**src/sv/kms_pkg.sv**
```systemverilog
// Package for the keypad matrix scanner: geometry constants, codes and word types.
// Used by every module of the block; depends on nothing.
`timescale 1ns / 1ps
package kms_pkg;
  localparam int MaxRows = 8;
  localparam int MaxCols = 15;
  localparam int KeySlots = MaxRows * MaxCols;
  localparam int RingDepth = 16;
  localparam int TimeWidth = 16;
  localparam int KeyIdxW = $clog2(KeySlots);
  localparam int RingPtrW = $clog2(RingDepth);

  localparam logic [2:0] OP_SCAN = 3'd0;
  localparam logic [2:0] OP_READ = 3'd1;
  localparam logic [2:0] OP_READ_PRESS = 3'd2;
  localparam logic [2:0] OP_FLUSH = 3'd3;
  localparam logic [2:0] OP_PUSH_BACK = 3'd4;
  localparam logic [2:0] OP_QUERY = 3'd5;

  localparam logic [2:0] REG_ROWS = 3'd0;
  localparam logic [2:0] REG_COLS = 3'd1;
  localparam logic [2:0] REG_FIRST_DELAY = 3'd2;
  localparam logic [2:0] REG_INTERVAL = 3'd3;
  localparam logic [2:0] REG_RELEASE_HOLD = 3'd4;

  typedef struct packed {
    logic [2:0] opcode;
    logic [3:0] column_index;
    logic [7:0] row_pressed;
    logic [15:0] time_ms;
    logic [7:0] key_code;
  } in_word_t;

  typedef struct packed {
    logic [7:0] key_out;
    logic key_is_pressed;
    logic no_key_pressed;
    logic [3:0] events_queued;
    logic [3:0] events_dropped;
  } out_word_t;

  typedef enum logic [2:0] {
    ST_IDLE, ST_ROW_READ, ST_ROW_EXEC, ST_READ, ST_COUNT, ST_DONE
  } state_t;

  typedef struct packed {
    logic load;
    logic row_read;
    logic row_exec;
    logic row_next;
    logic read_pop;
    logic op_simple;
    logic count_clear;
    logic count_step;
    logic emit;
  } cmd_t;

  typedef struct packed {
    logic rows_done;
    logic read_again;
    logic count_done;
  } status_t;
endpackage

```
**src/sv/keypad_matrix_scanner.sv**
```systemverilog
// Top level of the keypad matrix scanner.
// Depends on kms_pkg, kms_ctrl and kms_datapath.
//
// Usage: drive in_word and raise start while busy is low; the word is taken at
// that edge and busy rises. Configuration writes go through cfg_valid/cfg_ready
// with a register index and data. The user must write only while the block is idle; the block does not enforce it.
// Each command produces one result word, shown on out_word for one cycle with
// out_valid high. The receiver cannot stall; results are never held back.
// Sequence after the accepting edge: a scan passes ST_ROW_READ and ST_ROW_EXEC
// for each scanned row and then a final ST_ROW_READ, a read one ST_READ per
// popped word, any other command ST_COUNT; then ST_DONE walks the held flags
// one key per cycle (rows times cols keys, at least one). The result shows in
// the following cycle with busy already low, so the next word can be taken at
// the edge that ends it. One command is in flight at a time.
// After synchronous reset the registers hold their defaults, no key is held,
// the event ring and push-back slot are empty.
// The per-key timestamps are undefined until first written by a press.
`timescale 1ns / 1ps
module keypad_matrix_scanner (
  input  logic clk,
  input  logic rst_n,
  input  logic start,
  output logic busy,
  input  kms_pkg::in_word_t in_word,
  output logic out_valid,
  output kms_pkg::out_word_t out_word,
  input  logic cfg_valid,
  output logic cfg_ready,
  input  logic [2:0] cfg_index,
  input  logic [15:0] cfg_data
);
  kms_pkg::cmd_t cmd;
  kms_pkg::status_t status;
  kms_pkg::out_word_t dp_word;
  logic out_valid_r;

  assign cfg_ready = 1'b1;

  kms_ctrl u_ctrl (
    .clk(clk), .rst_n(rst_n), .start(start), .opcode(in_word.opcode),
    .status(status), .cmd(cmd), .busy(busy)
  );

  kms_datapath u_dp (
    .clk(clk), .rst_n(rst_n), .in_word(in_word),
    .cfg_we(cfg_valid && cfg_ready), .cfg_index(cfg_index), .cfg_data(cfg_data),
    .cmd(cmd), .status(status), .out_word(dp_word)
  );

  always_ff @(posedge clk) begin
    if (!rst_n) out_valid_r <= 1'b0;
    else out_valid_r <= cmd.emit;
  end

  assign out_valid = out_valid_r;
  assign out_word = dp_word;

  assert property (@(posedge clk) disable iff (!rst_n) out_valid |-> !$past(start && !busy))
    else $error("result one cycle after accept");
  assert property (@(posedge clk) disable iff (!rst_n) (start && !busy) |=> busy)
    else $error("busy did not rise after accept");
  assert property (@(posedge clk) disable iff (!rst_n) out_valid |-> !busy)
    else $error("result shown while busy");
endmodule

```
**src/sv/kms_datapath.sv**
```systemverilog
// Datapath of the keypad matrix scanner: key state stores, event ring, configuration.
// Depends on kms_pkg; driven by kms_ctrl.
`timescale 1ns / 1ps
module kms_datapath (
  input  logic clk,
  input  logic rst_n,
  input  kms_pkg::in_word_t in_word,
  input  logic cfg_we,
  input  logic [2:0] cfg_index,
  input  logic [15:0] cfg_data,
  input  kms_pkg::cmd_t cmd,
  output kms_pkg::status_t status,
  output kms_pkg::out_word_t out_word
);
  localparam int KW = kms_pkg::KeyIdxW;
  localparam int PW = kms_pkg::RingPtrW;
  localparam int TW = kms_pkg::TimeWidth;

  logic [3:0] rows_r, cols_r;
  logic [14:0] first_r, intv_r, hold_r;
  logic [kms_pkg::KeySlots-1:0] held_r;
  logic [TW-1:0] rep_mem [kms_pkg::KeySlots];
  logic [TW-1:0] rel_mem [kms_pkg::KeySlots];
  logic [7:0] ring_mem [kms_pkg::RingDepth];
  logic [PW-1:0] wp_r, rp_r;
  logic [7:0] slot_r;
  kms_pkg::in_word_t w_r;
  logic [3:0] row_r;
  logic [KW-1:0] idx_r;
  logic [TW-1:0] rep_q_r, rel_q_r;
  logic [3:0] lost_r;
  logic [7:0] key_r;
  logic pressed_r;
  logic [KW-1:0] cnt_r;
  logic any_r;
  logic [3:0] er, ec;
  logic [7:0] nkeys;
  logic [TW-1:0] d_rep, d_rel;
  logic fire_rep, fire_rel, bit_on, held_i, push, full, ring_empty;
  logic [7:0] push_code, pop_code;
  logic [6:0] qk;

  always_comb begin
    er = (rows_r > 4'(kms_pkg::MaxRows)) ? 4'(kms_pkg::MaxRows) : rows_r;
    ec = (cols_r > 4'(kms_pkg::MaxCols)) ? 4'(kms_pkg::MaxCols) : cols_r;
    nkeys = {4'd0, er} * {4'd0, ec};
    d_rep = w_r.time_ms - rep_q_r;
    d_rel = w_r.time_ms - rel_q_r;
    fire_rep = !d_rep[TW-1] && (d_rep >= TW'(intv_r));
    fire_rel = !d_rel[TW-1] && (d_rel >= TW'(hold_r));
    bit_on = w_r.row_pressed[row_r[2:0]];
    held_i = held_r[idx_r];
    full = (wp_r + PW'(1)) == rp_r;
    ring_empty = wp_r == rp_r;
    push = 1'b0;
    push_code = 8'(idx_r) + 8'd1;
    if (bit_on) begin
      push = !held_i || fire_rep;
    end else if (held_i && fire_rel) begin
      push = 1'b1;
      push_code = push_code | 8'h80;
    end
    pop_code = (slot_r != 8'd0) ? slot_r : (ring_empty ? 8'd0 : ring_mem[rp_r]);
    status.rows_done = (row_r >= er) || (w_r.column_index >= ec);
    status.read_again = (w_r.opcode == kms_pkg::OP_READ_PRESS) && pop_code[7];
    status.count_done = (8'(cnt_r) + 8'd1) >= nkeys;
    qk = w_r.key_code[6:0];
  end

  always_ff @(posedge clk) begin
    if (!rst_n) begin
      rows_r <= 4'd4; cols_r <= 4'd4;
      first_r <= 15'd400; intv_r <= 15'd100; hold_r <= 15'd50;
      held_r <= '0; wp_r <= '0; rp_r <= '0; slot_r <= 8'd0;
    end else begin
      if (cfg_we) begin
        case (cfg_index)
          kms_pkg::REG_ROWS: rows_r <= cfg_data[3:0];
          kms_pkg::REG_COLS: cols_r <= cfg_data[3:0];
          kms_pkg::REG_FIRST_DELAY: first_r <= cfg_data[14:0];
          kms_pkg::REG_INTERVAL: intv_r <= cfg_data[14:0];
          kms_pkg::REG_RELEASE_HOLD: hold_r <= cfg_data[14:0];
          default: ;
        endcase
      end
      if (cmd.row_exec) begin
        if (bit_on) held_r[idx_r] <= 1'b1;
        else if (held_i && fire_rel) held_r[idx_r] <= 1'b0;
        if (push && !full) wp_r <= wp_r + PW'(1);
      end
      if (cmd.read_pop) begin
        if (slot_r != 8'd0) slot_r <= 8'd0;
        else if (!ring_empty) rp_r <= rp_r + PW'(1);
      end
      if (cmd.op_simple) begin
        if (w_r.opcode == kms_pkg::OP_FLUSH) begin
          rp_r <= wp_r; slot_r <= 8'd0;
        end else if (w_r.opcode == kms_pkg::OP_PUSH_BACK) begin
          slot_r <= w_r.key_code;
        end
      end
    end
  end

  always_ff @(posedge clk) begin
    if (cmd.load) begin
      w_r <= in_word;
      row_r <= 4'd0;
      idx_r <= KW'(in_word.column_index);
      lost_r <= 4'd0;
      key_r <= 8'd0;
      pressed_r <= 1'b0;
    end
    if (cmd.row_read) begin
      rep_q_r <= rep_mem[idx_r];
      rel_q_r <= rel_mem[idx_r];
    end
    if (cmd.row_exec) begin
      if (bit_on) begin
        rel_mem[idx_r] <= w_r.time_ms;
        if (!held_i) rep_mem[idx_r] <= w_r.time_ms + TW'(first_r) - TW'(intv_r);
        else if (fire_rep) rep_mem[idx_r] <= w_r.time_ms;
      end
      if (push) begin
        if (full) lost_r <= lost_r + 4'd1;
        else ring_mem[wp_r] <= push_code;
      end
    end
    if (cmd.row_next) begin
      row_r <= row_r + 4'd1;
      idx_r <= idx_r + KW'(ec);
    end
    if (cmd.read_pop) key_r <= pop_code;
    if (cmd.op_simple && w_r.opcode == kms_pkg::OP_QUERY) begin
      pressed_r <= (qk != 7'd0) && (8'(qk) <= nkeys) && held_r[KW'(qk - 7'd1)];
    end
    if (cmd.count_clear) begin
      cnt_r <= '0;
      any_r <= 1'b0;
    end
    if (cmd.count_step) begin
      if (nkeys != 8'd0) any_r <= any_r | held_r[cnt_r];
      cnt_r <= cnt_r + KW'(1);
    end
  end

  always_comb begin
    out_word.key_out = key_r;
    out_word.key_is_pressed = pressed_r;
    out_word.no_key_pressed = !any_r;
    out_word.events_queued = 4'(wp_r - rp_r);
    out_word.events_dropped = lost_r;
  end
endmodule

```
**src/sv/kms_ctrl.sv**
```systemverilog
// Controller of the keypad matrix scanner: sequences rows, reads and the held-key count.
// Depends on kms_pkg; drives kms_datapath.
`timescale 1ns / 1ps
module kms_ctrl (
  input  logic clk,
  input  logic rst_n,
  input  logic start,
  input  logic [2:0] opcode,
  input  kms_pkg::status_t status,
  output kms_pkg::cmd_t cmd,
  output logic busy
);
  kms_pkg::state_t state_r, state_nxt;

  always_ff @(posedge clk) begin
    if (!rst_n) state_r <= kms_pkg::ST_IDLE;
    else state_r <= state_nxt;
  end

  always_comb begin
    state_nxt = state_r;
    cmd = '0;
    busy = 1'b1;
    case (state_r)
      kms_pkg::ST_IDLE: begin
        busy = 1'b0;
        if (start) begin
          cmd.load = 1'b1;
          case (opcode)
            kms_pkg::OP_SCAN: state_nxt = kms_pkg::ST_ROW_READ;
            kms_pkg::OP_READ, kms_pkg::OP_READ_PRESS: state_nxt = kms_pkg::ST_READ;
            default: state_nxt = kms_pkg::ST_COUNT;
          endcase
        end
      end
      kms_pkg::ST_ROW_READ: begin
        if (status.rows_done) begin
          cmd.count_clear = 1'b1;
          state_nxt = kms_pkg::ST_DONE;
        end else begin
          cmd.row_read = 1'b1;
          state_nxt = kms_pkg::ST_ROW_EXEC;
        end
      end
      kms_pkg::ST_ROW_EXEC: begin
        cmd.row_exec = 1'b1;
        cmd.row_next = 1'b1;
        state_nxt = kms_pkg::ST_ROW_READ;
      end
      kms_pkg::ST_READ: begin
        cmd.read_pop = 1'b1;
        if (!status.read_again) begin
          cmd.count_clear = 1'b1;
          state_nxt = kms_pkg::ST_DONE;
        end
      end
      kms_pkg::ST_COUNT: begin
        cmd.op_simple = 1'b1;
        cmd.count_clear = 1'b1;
        state_nxt = kms_pkg::ST_DONE;
      end
      kms_pkg::ST_DONE: begin
        cmd.count_step = 1'b1;
        if (status.count_done) begin
          state_nxt = kms_pkg::ST_IDLE;
          cmd.emit = 1'b1;
        end
      end
      default: state_nxt = kms_pkg::ST_IDLE;
    endcase
  end
endmodule
```
**config.mk**
```make
export PLATFORM = sky130hd
export DESIGN_NAME = keypad_matrix_scanner
export DESIGN_NICKNAME = d
export VERILOG_FILES = /design/src/sv/kms_pkg.sv /design/src/sv/keypad_matrix_scanner.sv /design/src/sv/kms_datapath.sv /design/src/sv/kms_ctrl.sv
export SDC_FILE = /design/constraint.sdc
export NUM_CORES = 2
export LEC_CHECK = 0
export BUFFER_PORTS_ARGS = -buffer_cell sky130_fd_sc_hd__buf_2
export CAP_MARGIN = 20
export CORE_MARGIN = 5
export CORE_UTILIZATION = 40
export CTS_BUF_LIST = sky130_fd_sc_hd__clkbuf_16
export DETAILED_ROUTE_END_ITERATION = 10
export PLACE_DENSITY = 0.55
export SLEW_MARGIN = 40
export SYNTH_ARGS = -nofsm -noshare
export SYNTH_HDL_FRONTEND = slang
export SYNTH_SLANG_ARGS = --single-unit
```
**constraint.sdc**
```tcl
create_clock -name clk -period 14.4 [get_ports clk]
set_clock_uncertainty 0.2 [all_clocks]
set_input_delay 2.88 -clock clk [delete_from_list [all_inputs] [get_ports clk]]
set_output_delay 2.88 -clock clk [all_outputs]
set_load 0.02 [all_outputs]
```
==> metrics.md <==
| Metric | Value |
|---|---|
| Status | `finished clean` |
| Critical R2R Capture | `u_dp.rep_mem[105][4]$_DFFE_PP_` |
| Die width | `651 um` |
| Final wirelength | `545,000 um` |
| Post-route cell area | `188,000 um^2` |
| Crit path kind | `flip-flop to flip-flop` |
| Worst slew margin | `35.7%` |
| GRT Total Usage | `24.7%` |
| FF+latch count, synth | `4,264` |
| CP bufs+invs | `5` |
| CTS tree | `done` |
| Final Max Tran Viols | `0` |
| Mapped Cells | `9,568` |
| Hold Crit Class | `flip-flop to flip-flop` |
| Clock sinks | `4,264` |
| Initial DRC count | `14,400` |
| GRT Residual Overflow | `0` |
| Worst-Skew Late Latency | `1020 ps` |
| EDFF count, synth | `4,066` |
| Worst-margin pin slew | `952 ps` |
| FP Rows | `235` |
| R2R depth | `24` |
| ANT nets after route | `0` |
| Core Region | `410,000 um^2` |
| Hold Crit Start | `u_dp.hold_r[7]$_SDFFE_PN0P_` |
| CTS Buf Count | `425` |
| DR pass1 iterations | `8` |
| Hold path cells | `2` |
| IO Pins | `83` |
| Fillcell total | `34,900` |
| CP Cell Sequence | `buf_4 -> inv_1 -> ha_1 -> inv_1 -> fa_1 -> a21o_1 -> a21oi_1 -> o21bai_1 -> a21oi_1 -> o21bai_1 -> a211o_1 -> a2111oi_0 -> nor3_1 -> xor2_1 -> ha_1 -> nand3_1 -> a211oi_1 -> a21o_1 -> nand4_1 -> nor3_4 -> nand2_1 -> o31ai_4 -> buf_4 -> buf_4` |
| Peak Freq | `134 MHz` |
| Most frequent cells in the layout | `edfxtp_1 (4,066), a22oi_1 (1,402), clkbuf_16 (431), buf_4 (422), a221oi_1 (253)` |
| DR vias | `98,500` |
| Net Count, Synth | `9,781` |
| Family with the most delay on the worst path | `compound AO/OA/AOI/OAI gates` |
| Sequential fraction of the synthesis area | `76.6%` |
| Synth warn | `0` |
| Clock Tree Buf Depth | `4` |
| Synth async-reset ratio | `0%` |
| Most common cell after layout, fill and taps aside | `edfxtp_1` |
| Crit path top cell by count | `buf_4` |
| Final #Nets | `10,100` |
| Share of layout cells above drive strength 1 | `16.8%` |
| Max VDD drop | `0.000210 V` |
| First-pass GRT wire length | `752,000 um` |
| Die area | `424,000 um^2` |
| Dpl cell area | `174,000 um^2` |
| CTS clk-pin slew, worst paths | `60 ps` |
| Gates resized, CTS repair | `0` |
| H-tree Lvls | `5` |
| Crit Path Max Fanout | `66` |
| P&R area growth vs syn | `14.3%` |
| Yosys cell types | `91` |
| Setup fix buffers added after clock tree synthesis | `0` |
| Vias/cell | `6.28` |
| Critical Path Source Type | `flip-flop` |
| Mapped Area | `165,000 um^2` |
| Hpwl dp | `323,000 um` |
| Final Cycle Share | `51.7%` |
| Final Hold Viols | `0` |
| Leakage power | `58.2 nW` |
| Initial core utilization | `40.1%` |
| Vias in the first global route | `94,200` |
| Initial antenna violation count | `34` |
| Critical path capture point type | `flip-flop` |
| Post-route DRC | `0` |
| RSZ-0062 raised after global routing | `false` |
| Worst EP arrival | `7880 ps` |
| R2R setup slack | `6950 ps` |
| Worst stage delay on the critical path | `690 ps` |
| Mean Syn Cell Area | `17.2 um^2` |
| Pwr dens | `189 nW/um^2` |
| MaxCap Viol Count | `0` |
| Post-synth top flop | `edfxtp_1` |
| PortBufs | `80` |
| Die Ht | `651 um` |
| Critical path required time | `14,830 ps` |
| Root buffer cell | `clkbuf_16` |
| Global placer's final weighted congestion | `0.878` |
| FF-to-FF Start | `u_dp.w_r[8]$_DFFE_PP_` |
| Crit path time final | `7450 ps` |
| Hold endpoint | `u_dp.hold_r[7]$_SDFFE_PN0P_` |
| Final setup viols | `0` |
| Hold_buf cts | `0` |
| Setup TNS | `0 ps` |
| Largest net degree at the start of global routing | `97` |
| Wirelength per Cell | `34.7 um` |
| Slowest stage cell, crit path | `buf_4` |
layout make-up:
| class | count | area [um^2] | share of cell area (%) |
|---|---|---|---|
| Inverter | 184 | 693 | 0.369 |
| Tap cell | 5451 | 6820 | 3.63 |
| Multi-Input combinational cell | 4440 | 36100 | 19.2 |
| Antenna cell | 11 | 27.5 | 0.0146 |
| Clock inverter | 345 | 2850 | 1.52 |
| Clock buffer | 430 | 10800 | 5.72 |
| Sequential cell | 4264 | 126000 | 67.0 |
| Timing Repair Buffer | 575 | 4770 | 2.54 |
through the flow:
step	util, %	std cells	total power [mW]	hold WS [ps]	setup WS [ps]
floorplan	-	9568	20.6	233	3100
global placement	42.3	14900	24.5	250	6690
detailed placement	42.5	14900	24.7	252	7070
CTS	45.8	15700	35.5	263	6960
global route	45.9	15700	36.5	276	6500
finish	45.9	15700	35.5	264	6950
how the worst max path moves through the flow:
stage               cells past startpoint                         endpoint              startpoint
finish                                 24   u_dp.rep_mem[105][4]$_DFFE_PP_   u_dp.w_r[8]$_DFFE_PP_
global route                           24    u_dp.rep_mem[22][4]$_DFFE_PP_   u_dp.w_r[8]$_DFFE_PP_
CTS                                    25  u_dp.rep_mem[104][11]$_DFFE_PP_   u_dp.w_r[8]$_DFFE_PP_
detailed placement                     25   u_dp.rep_mem[12][11]$_DFFE_PP_   u_dp.w_r[8]$_DFFE_PP_
global placement                       23   u_dp.rep_mem[106][9]$_DFFE_PP_   u_dp.w_r[8]$_DFFE_PP_
floorplan                              18     u_dp.rep_mem[0][0]$_DFFE_PP_  u_dp.w_r[10]$_DFFE_PP_
per-layer routing:
metal	share of wire, %	vias up	track usage, %
li1	-	40500	-
met1	40	51400	34.5
met2	46	5721	38.3
met3	11	909	5.64
met4	4.0	16	8.63
met5	0.019	-	0
power breakdown:
| group | internal [mW] | switching [mW] | total (mW) | leakage [nW] |
|---|---|---|---|---|
| Sequential | 15.5 | 0.0917 | 15.6 | 38.2 |
| Clock | 6.10 | 4.74 | 10.8 | 6.97 |
| Combinational | 2.01 | 7.04 | 9.04 | 13.0 |
sequential cells by signal, summed over array words and instances, names as in the netlist, 16 cells and up, named ones only:
name           count
u_dp.ring_mem    128
u_dp.rel_q_r      16
u_dp.rep_q_r      16
u_dp.w_r          32
u_dp.rep_mem    1920
u_dp.rel_mem    1920
cells in the mapped netlist, types with 12 or more instances:
library cell | count | area share [%]
edfxtp_1 | 4066 | 74
a22oi_1 | 1402 | 6.4
buf_2 | 328 | 1.0
a221oi_1 | 253 | 1.3
nor2_1 | 252 | 0.57
a22o_1 | 229 | 1.2
clkbuf_1 | 220 | 0.50
nand2_1 | 220 | 0.50
dfxtp_1 | 198 | 2.4
a21oi_1 | 190 | 0.58
inv_1 | 182 | 0.42
a31oi_1 | 168 | 0.64
nand4_1 | 152 | 0.58
a41oi_1 | 139 | 0.74
mux4_2 | 134 | 1.8
ha_1 | 128 | 0.97
o21ai_0 | 127 | 0.39
o21a_1 | 115 | 0.52
o41a_1 | 87 | 0.60
nand3_1 | 81 | 0.25
nor3_1 | 79 | 0.24
buf_1 | 75 | 0.17
nor3_2 | 70 | 0.43
mux2i_1 | 62 | 0.38
o211ai_1 | 48 | 0.22
buf_4 | 46 | 0.21
nor4_1 | 46 | 0.17
xnor2_1 | 40 | 0.21
nor2b_1 | 39 | 0.15
xor2_1 | 31 | 0.17
a21o_1 | 29 | 0.13
and3_1 | 28 | 0.11
mux2_2 | 27 | 0.18
fa_1 | 23 | 0.28
nand2b_1 | 20 | 0.076
o31a_1 | 19 | 0.10
and2_1 | 18 | 0.068
o41ai_1 | 17 | 0.090
a2111oi_0 | 13 | 0.069
a211oi_1 | 12 | 0.055
o22ai_1 | 12 | 0.046
kinds of logic after synthesis:
group | Yosys count | share of synthesized area (%)
compound gates | 2927 | 13.5
xor+xnor | 71 | 0.378
fa+ha+maj | 151 | 1.25
buf+inv | 864 | 2.38
flops | 4264 | 76.6
mux | 225 | 2.41
other cells | 1 | 0.00228
simple gates | 1065 | 3.45
worst min-delay path, cell delays in order (launching register included):
cell and delay, ps:
dfxtp_1 310, nand2_1 50, a21oi_1 50
Power figures use the tool's default switching activity.
